==> src/rtl/core/bbia_pkg.sv <==
// shared types and constants of the bitmap block and inode allocator
`timescale 1ns / 1ps

package bbia_pkg;

   // map geometry
   localparam int WORD_W         = 16;
   localparam int NUM_BLOCKS_DEF = 256;
   localparam int NUM_INODES_DEF = 64;

   // reset contents of the block map
   localparam int RESET_DATA_START    = 6;
   localparam int RESET_JOURNAL_START = 254;

   // field widths
   localparam int FUNC_W       = 2;
   localparam int INDEX_W      = 8;
   localparam int STATUS_W     = 2;
   localparam int ENTRY_W      = 8;
   localparam int COUNT_W      = 9;
   localparam int DATA_START_W = 8;
   localparam int JOURNAL_W    = 9;
   localparam int CSR_W        = 9;

   localparam logic [COUNT_W-1:0] COUNT_MAX = 9'h1FF;

   // register indexes
   localparam logic CSR_DATA_START    = 1'b0;
   localparam logic CSR_JOURNAL_START = 1'b1;

   typedef enum logic [FUNC_W-1:0] {
      FUNC_ALLOC = 2'd0,
      FUNC_FREE  = 2'd1,
      FUNC_COUNT = 2'd2
   } func_type;

   typedef enum logic [STATUS_W-1:0] {
      STATUS_OK      = 2'd0,
      STATUS_NONE    = 2'd1,
      STATUS_IGNORED = 2'd2
   } status_type;

   typedef enum logic [2:0] {
      S_CLEAR,
      S_IDLE,
      S_CHECK,
      S_EVAL,
      S_RESP
   } state_type;

   typedef struct packed {
      logic clear;
      logic load;
      logic eval;
   } cmd_type;

   typedef struct packed {
      logic              clear_last;
      logic [FUNC_W-1:0] func;
      logic              range_empty;
      logic              idx_ok;
      logic              found;
      logic              last_word;
   } dp_status_type;

endpackage

==> src/rtl/core/bbia_ctrl.sv <==
// controller state machine of the allocator
`timescale 1ns / 1ps

module bbia_ctrl (
   input  logic                   clock,
   input  logic                   reset,
   input  logic                   start,
   output logic                   busy,
   output logic                   rsp_strobe,
   output bbia_pkg::cmd_type      cmd,
   input  bbia_pkg::dp_status_type stat
);

   bbia_pkg::state_type state_ff;
   bbia_pkg::state_type state_in;

   always_ff @(posedge clock) begin
      if (reset) begin
         state_ff <= bbia_pkg::S_CLEAR;
      end else begin
         state_ff <= state_in;
      end
   end

   always_comb begin
      state_in = state_ff;
      unique case (state_ff)
         bbia_pkg::S_CLEAR: begin
            if (stat.clear_last) state_in = bbia_pkg::S_IDLE;
         end
         bbia_pkg::S_IDLE: begin
            if (start) state_in = bbia_pkg::S_CHECK;
         end
         bbia_pkg::S_CHECK: begin
            priority if (stat.func == bbia_pkg::FUNC_ALLOC ||
                         stat.func == bbia_pkg::FUNC_COUNT) begin
               state_in = stat.range_empty ? bbia_pkg::S_RESP : bbia_pkg::S_EVAL;
            end else if (stat.func == bbia_pkg::FUNC_FREE) begin
               state_in = stat.idx_ok ? bbia_pkg::S_EVAL : bbia_pkg::S_RESP;
            end else begin
               state_in = bbia_pkg::S_RESP;
            end
         end
         bbia_pkg::S_EVAL: begin
            priority if (stat.func == bbia_pkg::FUNC_FREE) begin
               state_in = bbia_pkg::S_RESP;
            end else if (stat.func == bbia_pkg::FUNC_ALLOC) begin
               if (stat.found || stat.last_word) state_in = bbia_pkg::S_RESP;
            end else begin
               if (stat.last_word) state_in = bbia_pkg::S_RESP;
            end
         end
         bbia_pkg::S_RESP: begin
            state_in = bbia_pkg::S_IDLE;
         end
         default: begin
            state_in = bbia_pkg::S_CLEAR;
         end
      endcase
   end

   always_comb begin
      cmd.clear  = (state_ff == bbia_pkg::S_CLEAR);
      cmd.load   = (state_ff == bbia_pkg::S_IDLE) && start;
      cmd.eval   = (state_ff == bbia_pkg::S_EVAL);
      busy       = (state_ff != bbia_pkg::S_IDLE);
      rsp_strobe = (state_ff == bbia_pkg::S_RESP);
   end

endmodule

==> src/rtl/core/bbia_datapath.sv <==
// datapath of the allocator: registers, map memories and word scan logic
`timescale 1ns / 1ps

module bbia_datapath #(
   parameter int NUM_BLOCKS = bbia_pkg::NUM_BLOCKS_DEF,
   parameter int NUM_INODES = bbia_pkg::NUM_INODES_DEF
) (
   input  logic                                clock,
   input  logic                                reset,
   input  logic                                csr_we,
   input  logic                                csr_index,
   input  logic [bbia_pkg::CSR_W-1:0]          csr_wdata,
   input  logic [bbia_pkg::FUNC_W-1:0]         req_func,
   input  logic                                req_pool,
   input  logic [bbia_pkg::INDEX_W-1:0]        req_index,
   input  bbia_pkg::cmd_type                   cmd,
   output bbia_pkg::dp_status_type             stat,
   output logic [bbia_pkg::STATUS_W-1:0]       rsp_status,
   output logic [bbia_pkg::ENTRY_W-1:0]        rsp_entry,
   output logic [bbia_pkg::COUNT_W-1:0]        rsp_free_total
);

   localparam int WW          = bbia_pkg::WORD_W;
   localparam int WBW         = $clog2(WW);
   localparam int BLOCK_WORDS = (NUM_BLOCKS + WW - 1) / WW;
   localparam int INODE_WORDS = (NUM_INODES + WW - 1) / WW;
   localparam int MAX_WORDS   = (BLOCK_WORDS > INODE_WORDS) ? BLOCK_WORDS : INODE_WORDS;
   localparam int PTRW        = (MAX_WORDS > 1) ? $clog2(MAX_WORDS) : 1;
   localparam int BAW         = (BLOCK_WORDS > 1) ? $clog2(BLOCK_WORDS) : 1;
   localparam int IAW         = (INODE_WORDS > 1) ? $clog2(INODE_WORDS) : 1;
   localparam int MAXC        = (NUM_BLOCKS > NUM_INODES) ? NUM_BLOCKS : NUM_INODES;
   localparam int PW0         = $clog2(MAXC + 1);
   localparam int PW          = (PW0 > bbia_pkg::JOURNAL_W) ? PW0 : bbia_pkg::JOURNAL_W;
   localparam int GROUPS      = WW / 4;

   // configuration registers
   logic [bbia_pkg::DATA_START_W-1:0] data_start_ff;
   logic [bbia_pkg::JOURNAL_W-1:0]    journal_start_ff;

   // request and scan registers
   logic [bbia_pkg::FUNC_W-1:0]  func_ff;
   logic                         pool_ff;
   logic [bbia_pkg::INDEX_W-1:0] idx_ff;
   logic [PW-1:0]                lo_ff;
   logic [PW-1:0]                hi_ff;
   logic [PTRW-1:0]              ptr_ff;
   logic [PTRW-1:0]              ptr_in;
   logic [PTRW-1:0]              last_ptr_ff;
   logic [PW-1:0]                acc_ff;
   bbia_pkg::status_type         status_ff;
   logic [bbia_pkg::ENTRY_W-1:0] entry_ff;

   // map memories, one word of used bits per entry
   logic [WW-1:0] block_mem [BLOCK_WORDS];
   logic [WW-1:0] inode_mem [INODE_WORDS];
   logic [WW-1:0] blk_rd_ff;
   logic [WW-1:0] ind_rd_ff;

   // load values
   logic [PW-1:0]   ld_lo;
   logic [PW-1:0]   ld_hi;
   logic [PW-1:0]   js_ext;
   logic [PTRW-1:0] ld_ptr;

   // word evaluation
   logic [WW-1:0]  word;
   logic [WW-1:0]  mask;
   logic [WW-1:0]  free_bits;
   logic [WBW-1:0] first_bit;
   logic           found;
   logic [WBW:0]   pop;
   logic [PW-1:0]  grant_pos;
   logic           last_word;
   logic           advance;

   // write port
   logic [WW-1:0] clr_blk;
   logic [WW-1:0] clr_ind;
   logic [WW-1:0] blk_wdata;
   logic [WW-1:0] ind_wdata;
   logic          blk_we;
   logic          ind_we;

   always_ff @(posedge clock) begin
      if (reset) begin
         data_start_ff    <= bbia_pkg::DATA_START_W'(bbia_pkg::RESET_DATA_START);
         journal_start_ff <= bbia_pkg::JOURNAL_W'(bbia_pkg::RESET_JOURNAL_START);
      end else if (csr_we) begin
         unique case (csr_index)
            bbia_pkg::CSR_DATA_START:    data_start_ff <= csr_wdata[bbia_pkg::DATA_START_W-1:0];
            bbia_pkg::CSR_JOURNAL_START: journal_start_ff <= csr_wdata;
            default: ;
         endcase
      end
   end

   always_comb begin
      js_ext = PW'(journal_start_ff);
      if (req_pool) begin
         ld_lo = '0;
         ld_hi = PW'(NUM_INODES);
      end else begin
         ld_lo = PW'(data_start_ff);
         ld_hi = (js_ext < PW'(NUM_BLOCKS)) ? js_ext : PW'(NUM_BLOCKS);
      end
      if (req_func == bbia_pkg::FUNC_FREE) begin
         ld_ptr = PTRW'(req_index >> WBW);
      end else begin
         ld_ptr = PTRW'(ld_lo >> WBW);
      end
   end

   always_comb begin
      logic [PW-1:0]  pos;
      logic [2:0]     grp;
      word      = pool_ff ? ind_rd_ff : blk_rd_ff;
      first_bit = '0;
      pop       = '0;
      clr_blk   = '0;
      clr_ind   = '0;
      for (int b = 0; b < WW; b++) begin
         pos        = PW'({ptr_ff, WBW'(b)});
         mask[b]    = (pos >= lo_ff) && (pos < hi_ff);
         clr_blk[b] = (pos < PW'(bbia_pkg::RESET_DATA_START)) ||
                      (pos >= PW'(bbia_pkg::RESET_JOURNAL_START));
         clr_ind[b] = (pos == '0);
      end
      free_bits = ~word & mask;
      found     = |free_bits;
      // lowest free bit wins
      for (int b = WW - 1; b >= 0; b--) begin
         if (free_bits[b]) first_bit = WBW'(b);
      end
      for (int g = 0; g < GROUPS; g++) begin
         grp = 3'(free_bits[4*g]) + 3'(free_bits[4*g+1]) +
               3'(free_bits[4*g+2]) + 3'(free_bits[4*g+3]);
         pop = pop + (WBW+1)'(grp);
      end
      grant_pos = PW'({ptr_ff, first_bit});
   end

   assign last_word = (ptr_ff == last_ptr_ff);
   assign advance   = cmd.eval && !last_word &&
                      ((func_ff == bbia_pkg::FUNC_COUNT) ||
                       ((func_ff == bbia_pkg::FUNC_ALLOC) && !found));

   always_comb begin
      blk_wdata = clr_blk;
      ind_wdata = clr_ind;
      blk_we    = 1'b0;
      ind_we    = 1'b0;
      priority if (cmd.clear) begin
         blk_we = (ptr_ff <= PTRW'(BLOCK_WORDS - 1));
         ind_we = (ptr_ff <= PTRW'(INODE_WORDS - 1));
      end else if (cmd.eval && (func_ff == bbia_pkg::FUNC_ALLOC) && found) begin
         blk_wdata = word | (WW'(1) << first_bit);
         ind_wdata = blk_wdata;
         blk_we    = !pool_ff;
         ind_we    = pool_ff;
      end else if (cmd.eval && (func_ff == bbia_pkg::FUNC_FREE)) begin
         blk_wdata = word & ~(WW'(1) << idx_ff[WBW-1:0]);
         ind_wdata = blk_wdata;
         blk_we    = !pool_ff;
         ind_we    = pool_ff;
      end else begin
         blk_we = 1'b0;
      end
   end

   always_comb begin
      priority if (cmd.clear) begin
         ptr_in = ptr_ff + 1'b1;
      end else if (cmd.load) begin
         ptr_in = ld_ptr;
      end else if (advance) begin
         ptr_in = ptr_ff + 1'b1;
      end else begin
         ptr_in = ptr_ff;
      end
   end

   always_ff @(posedge clock) begin
      if (reset) begin
         ptr_ff <= '0;
      end else begin
         ptr_ff <= ptr_in;
      end
   end

   // read port follows the next pointer so the read word lines up with the registered pointer
   always_ff @(posedge clock) begin
      blk_rd_ff <= block_mem[ptr_in[BAW-1:0]];
      ind_rd_ff <= inode_mem[ptr_in[IAW-1:0]];
      if (blk_we) block_mem[ptr_ff[BAW-1:0]] <= blk_wdata;
      if (ind_we) inode_mem[ptr_ff[IAW-1:0]] <= ind_wdata;
   end

   always_ff @(posedge clock) begin
      if (cmd.load) begin
         func_ff     <= req_func;
         pool_ff     <= req_pool;
         idx_ff      <= req_index;
         lo_ff       <= ld_lo;
         hi_ff       <= ld_hi;
         last_ptr_ff <= PTRW'((ld_hi - 1'b1) >> WBW);
         acc_ff      <= '0;
         entry_ff    <= '0;
         unique case (req_func)
            bbia_pkg::FUNC_ALLOC: status_ff <= bbia_pkg::STATUS_NONE;
            bbia_pkg::FUNC_COUNT: status_ff <= bbia_pkg::STATUS_OK;
            default:              status_ff <= bbia_pkg::STATUS_IGNORED;
         endcase
      end else if (cmd.eval) begin
         if (func_ff == bbia_pkg::FUNC_ALLOC && found) begin
            status_ff <= bbia_pkg::STATUS_OK;
            entry_ff  <= grant_pos[bbia_pkg::ENTRY_W-1:0];
         end
         if (func_ff == bbia_pkg::FUNC_FREE) status_ff <= bbia_pkg::STATUS_OK;
         if (func_ff == bbia_pkg::FUNC_COUNT) acc_ff <= acc_ff + PW'(pop);
      end
   end

   always_comb begin
      stat.clear_last  = (ptr_ff == PTRW'(MAX_WORDS - 1));
      stat.func        = func_ff;
      stat.range_empty = (lo_ff >= hi_ff);
      stat.idx_ok      = (PW'(idx_ff) >= lo_ff) && (PW'(idx_ff) < hi_ff);
      stat.found       = found;
      stat.last_word   = last_word;
   end

   assign rsp_status     = status_ff;
   assign rsp_entry      = entry_ff;
   assign rsp_free_total = (acc_ff > PW'(bbia_pkg::COUNT_MAX)) ? bbia_pkg::COUNT_MAX
                                                             : acc_ff[bbia_pkg::COUNT_W-1:0];

endmodule

==> src/rtl/core/bitmap_block_inode_allocator_core.sv <==
// top level of the bitmap block and inode allocator
// a request passes a check state, one scan state per 16-bit word (a single word for an in-range
//   free) and a result state; an ignored request or an empty-range allocate or count skips the scan
// throughput: one request at a time, the next start is taken the cycle after the strobe
// reset: a clearing pass writes the formatted map contents, one word of each map a cycle,
//   over max(ceil(NUM_BLOCKS/16), ceil(NUM_INODES/16)) words (16 by default), busy high meanwhile
// results are strobed for one cycle; the receiver cannot stall
`timescale 1ns / 1ps

module bitmap_block_inode_allocator_core #(
   parameter int NUM_BLOCKS = bbia_pkg::NUM_BLOCKS_DEF,
   parameter int NUM_INODES = bbia_pkg::NUM_INODES_DEF
) (
   input  logic                          clock,
   input  logic                          reset,
   input  logic                          start,
   output logic                          busy,
   input  logic [bbia_pkg::FUNC_W-1:0]   req_func,
   input  logic                          req_pool,
   input  logic [bbia_pkg::INDEX_W-1:0]  req_index,
   input  logic                          csr_we,
   input  logic                          csr_index,
   input  logic [bbia_pkg::CSR_W-1:0]    csr_wdata,
   output logic                          rsp_strobe,
   output logic [bbia_pkg::STATUS_W-1:0] rsp_status,
   output logic [bbia_pkg::ENTRY_W-1:0]  rsp_entry,
   output logic [bbia_pkg::COUNT_W-1:0]  rsp_free_total
);

   bbia_pkg::cmd_type       cmd;
   bbia_pkg::dp_status_type stat;

   bbia_ctrl u_ctrl (
      .clock      (clock),
      .reset      (reset),
      .start      (start),
      .busy       (busy),
      .rsp_strobe (rsp_strobe),
      .cmd        (cmd),
      .stat       (stat)
   );

   bbia_datapath #(
      .NUM_BLOCKS (NUM_BLOCKS),
      .NUM_INODES (NUM_INODES)
   ) u_datapath (
      .clock          (clock),
      .reset          (reset),
      .csr_we         (csr_we),
      .csr_index      (csr_index),
      .csr_wdata      (csr_wdata),
      .req_func       (req_func),
      .req_pool       (req_pool),
      .req_index      (req_index),
      .cmd            (cmd),
      .stat           (stat),
      .rsp_status     (rsp_status),
      .rsp_entry      (rsp_entry),
      .rsp_free_total (rsp_free_total)
   );

endmodule

==> config.mk <==
export PLATFORM = sky130hd
export DESIGN_NAME = bitmap_block_inode_allocator_core
export DESIGN_NICKNAME = d
export VERILOG_FILES = /design/src/rtl/core/bbia_pkg.sv /design/src/rtl/core/bbia_ctrl.sv /design/src/rtl/core/bbia_datapath.sv /design/src/rtl/core/bitmap_block_inode_allocator_core.sv
export SDC_FILE = /design/constraint.sdc
export NUM_CORES = 1
export LEC_CHECK = 0
export BUFFER_PORTS_ARGS = -buffer_cell sky130_fd_sc_hd__clkbuf_2
export CORE_ASPECT_RATIO = 0.75
export CORE_UTILIZATION = 50
export CTS_CLUSTER_DIAMETER = 80
export CTS_CLUSTER_SIZE = 24
export DETAILED_ROUTE_END_ITERATION = 12
export GPL_TIMING_DRIVEN = 0
export PLACE_DENSITY = 0.76
export SLEW_MARGIN = 5
export SYNTH_ARGS = -nofsm -noshare
export SYNTH_HDL_FRONTEND = slang
export SYNTH_SLANG_ARGS = --single-unit
==> constraint.sdc <==
create_clock -name clock -period 16.8 [get_ports clock]
set_input_delay 0 -clock clock [delete_from_list [all_inputs] [get_ports clock]]
set_output_delay 0 -clock clock [all_outputs]
set_load 0.01 [all_outputs]
==> flow_results.org <==
** Status
- The flow ran to the end, and the final reports show no timing, DRC or antenna violations.

** STA
- Crit share post-route :: 42.37%
- Summed over all failing endpoints, the final setup total negative slack is 0 ns.
- Final number of hold-violating endpoints :: 0
- The smallest clock period supported by the final layout is computed as 7.118 ns.
- The total count of max-transition violations in the final report came to 0.
- Setup-violating endpoint count in the final report :: 0
- Setup repair after global routing left no endpoint under its margin.
- Final setup skew :: a little over 0.02 ns
- Measured against its own limit, the worst slew margin works out to 11.76%.
- Smallest hold slack :: 0.05161 ns
- At the pin with the least slew margin, the transition time is 1.314 ns.
- For this run, the top clock speed supported by timing is ~0.14 GHz.

** Pwr
- P_leak :: 8.317 nW
- Cell internal power was estimated by the tool at roughly 0.0016 W.
- In this run the power spent charging and discharging nets is 0.0006609 W.
- Maximum resistive drop on vdd :: 0.00008376 V
- Net switching is a little under 30% of the power.
- Power share of the clock group :: 26.4%
- Combinational Power Share :: a little under a fifth
- Sequential cells burn 54.6% of the power.
- PD cells :: 101.6 nW/um2

** Placement
- Count of port buffers added during placement :: 45
- Routability-driven placement finished with a final weighted congestion of just under 1.
- Post-detail-place hpwl :: 42580 um
- The number of placed instances, taps included, is 2338.
- Post-placement cell area :: 21450 um2

** Floorplan
- Effective utilization at floorplan :: 51.03%
- Die height :: roughly 180 um
- Core footprint :: between 30000 and 40000 um2
- Pin placement for this block handled 46 I/O pins.
- Row generation in the floorplan step produced 63 rows.
- The die is around 230 um wide.
- DIE AREA :: 41370 um2

** Clock tree
- TritonCTS created 22 clock buffers.
- For the worst-skew pair, the clock arrives at the later sink with an insertion delay of 0.57 ns.
- In this run the number of H-tree levels came out at 1.
- Post-CTS Resized :: 0
- After clock tree synthesis, the clock-pin slew on the worst setup and hold paths is 0.09 ns.
- Post-CTS Repair Setup Buffers :: 0
- The clock passes through at most 3 buffers.
- Clock tree synthesis found a total of around 430 sinks.
- The tree is rooted in a sky130_fd_sc_hd__clkbuf_16.
- TritonCTS built the clock tree.

** Finish
- Filler instances :: 3244
- The post-route netlist has 9.019% of its cells at a drive strength greater than 1.
- At the end of the flow the core is filled with cells to 56.65%.
- After routing the design area is 22510 um2.
- Summing all multi-input logic gate instances after layout gives 6968 um2.
- After the last flow step, the layout net total stands at 1975.
- Count of placed standard cells in the final layout, fillers left out :: 2417
- Compared with the post-synthesis result, the final layout area differs by 11.00%.
- Register area :: 12090 um2

** Synthesis
- The Yosys step of the flow raised 0 warnings.
- The mapped netlist covers 20270 um2.
- In this run the mean area of a mapped cell was 11.55 um2.
- Fraction of synthesis flops using an asynchronous set or reset pin :: 0%
- Counting every net in the synthesized netlist gives 1851.
- The synthesized design contains 354 enable-type register cells.
- In this run, synthesis produced a sequential element count of 427.
- The netlist uses 69 different library cells.
- By area the synthesized netlist is led by sky130_fd_sc_hd__edfxtp_1 52%, sky130_fd_sc_hd__o211ai_1 9.6%, sky130_fd_sc_hd__dfxtp_1 7.2%.
- Synth Instances :: 1756
- Summed over all instances, the cell type with the most area after synthesis is sky130_fd_sc_hd__edfxtp_1.
- Of the synthesized area, sequential elements account for 59.64%.
- Among all flip-flop cells after synthesis, the most frequent one is sky130_fd_sc_hd__edfxtp_1.
- Share of the synthesized area in the top cell type :: 52.43%

** Global route
- GR Overflow Total :: 0
- Entering global routing, the biggest net connects 39 pins.
- Number of global-route vias before repair :: 14305
- Tot GR Track Use :: 28.72%
- Antenna violations before repair :: 3
- The first global-routing pass estimated a little under 90000 um of wire.

** Drt
- In the routed layout, each cell is associated on average with a via count of 6.247.
- The routed design has 59390 um of wire.
- Initial DRC Count :: 2187
- Detail-routed net length per standard cell :: 24.57 um
- The first TritonRoute pass finished after 8 iterations.
- After detailed routing, the number of remaining DRC violations is 0.
- The routed layout has ~15000 vias.
- The count of nets left with antenna violations once routing finished came out at 0.

** Setup path
- Peak fanout along the critical path :: 8
- Critical path's top delay family :: adder cells
- The worst setup path is launched from a flop.
- Kind of end point of the critical path :: flop
- STA puts the critical path data required time at 17.24 ns.
- Buffering stage count on the worst path with inverters included :: 6
- The worst setup path is of the reg2reg kind.
- Delay of the slowest cell on the worst path :: roughly 0.63 ns
- For the worst setup path, the data arrival time is 7.56 ns.
- Critical Path Slowest Stage Cell :: sky130_fd_sc_hd__a211oi_1

** Job
- Number of max-cap violations :: 0

** Min path
- Worst hold path class :: in2reg
-- kinds of logic after synthesis --
kind of cell             synth area share, %
buffers and inverters                  6.393
adder cells (fa/ha/maj)                4.690
AO/OA/AOI/OAI                          16.67
XOR/XNOR                              0.6480
AND/OR/NAND/NOR                        10.92
multiplexers                           1.031
flip-flops                             59.64
-- power by group through the flow --
stage          Clock, W  Sequential [W]  Combinational, W
6_report       0.000604         0.00125          0.000435
5_1_grt        0.000640         0.00125          0.000466
4_1_cts        0.000603         0.00125          0.000423
3_5_place_dp          0         0.00127          0.000414
3_3_place_gp          0         0.00127          0.000391
2_1_floorplan         0         0.00126          0.000264
-- layout make-up --
class | count | share of cell area, %
flip-flops and latches | 427 | 53.73
clock buffers | 37 | 2.835
multi-input cells | 1013 | 30.96
clock inverters | 3 | 0.1501
repair buffers | 100 | 3.658
inverters | 183 | 3.052
well taps | 520 | 2.891
plain buffers | 133 | 2.713
diodes | 1 | 0.01112
-- metal layers --
metal,global-route usage [%],part of all wire [%],up-vias,wire length (um)
met5,0,0.015,-,9
met4,5.914,2.2,2,1314
met2,41.47,43,859,25420
met1,42.59,42,7330,25160
met3,8.721,13,92,7497
li1,-,-,6815,-
-- synth_stat cells, drive strengths merged (24+ instances only) --
cell type,number
edfxtp,354
nand3,29
nand4,83
ha,60
clkbuf,71
dfxtp,73
inv,183
nor2b,26
and3,27
nor2,51
o21ai,31
buf,62
o211ai,259
a21oi,71
and2,24
nand2,135
-- worst paths after layout --
kind,from,endpoint,slack [ns],cells past startpoint
setup / recovery,u_datapath.ptr_ff[0],u_datapath.acc_ff[8],9.68,26
hold / removal,csr_we,u_datapath.data_start_ff[1],0.05,5
setup reg to reg,u_datapath.ptr_ff[0],u_datapath.acc_ff[8],9.68,26
hold reg to reg,u_datapath.rsp_entry[1],u_datapath.rsp_entry[1],0.46,2
-- metrics by stage --
step           power (W)  setup slack [ns]
3_3_place_gp    0.001662             8.549
5_1_grt         0.002358             9.173
3_5_place_dp    0.001684             9.538
2_1_floorplan   0.001522             10.75
4_1_cts         0.002272             9.493
6_report        0.002287             9.682
-- worst register-to-register path: cells and delay by family (launching register included) --
kind | cells | cell delay, ns
adder cells (fa/ha/maj) | 9 | 3.28
AND/OR/NAND/NOR | 4 | 0.64
flip-flops | 1 | 0.45
buffers and inverters | 6 | 0.89
AO/OA/AOI/OAI | 6 | 1.60
XOR/XNOR | 1 | 0.14
-- registers in the layout, indices dropped and copies added (netlist names), 3 cells and up --
register	count
u_ctrl.state_ff	3
u_datapath.acc_ff	9
u_datapath.blk_rd_ff	16
u_datapath.block_mem	256
u_datapath.data_start_ff	8
u_datapath.hi_ff	9
u_datapath.idx_ff	8
u_datapath.ind_rd_ff	16
u_datapath.inode_mem	64
u_datapath.journal_start_ff	9
u_datapath.last_ptr_ff	4
u_datapath.lo_ff	8
u_datapath.ptr_ff	4
u_datapath.rsp_entry	8
-- cell usage in the layout, fill, tap and decap left out, types with 47 or more instances in the layout --
cell type and n:
sky130_fd_sc_hd__inv_1 183, sky130_fd_sc_hd__edfxtp_1 354, sky130_fd_sc_hd__o211ai_1 258, sky130_fd_sc_hd__ha_1 60
sky130_fd_sc_hd__nor2_1 48, sky130_fd_sc_hd__clkbuf_1 83, sky130_fd_sc_hd__dfxtp_1 73, sky130_fd_sc_hd__nand2_1 135
sky130_fd_sc_hd__nand4_1 83, sky130_fd_sc_hd__clkbuf_2 47, sky130_fd_sc_hd__a21oi_1 70
-- timing repair --
item,4_1_cts,5_1_grt
hold buffers,37,0
endpoints found under the setup margin,0,0
hold endpoints to repair,34,0
No activity file was read; power rests on OpenSTA's default activity.
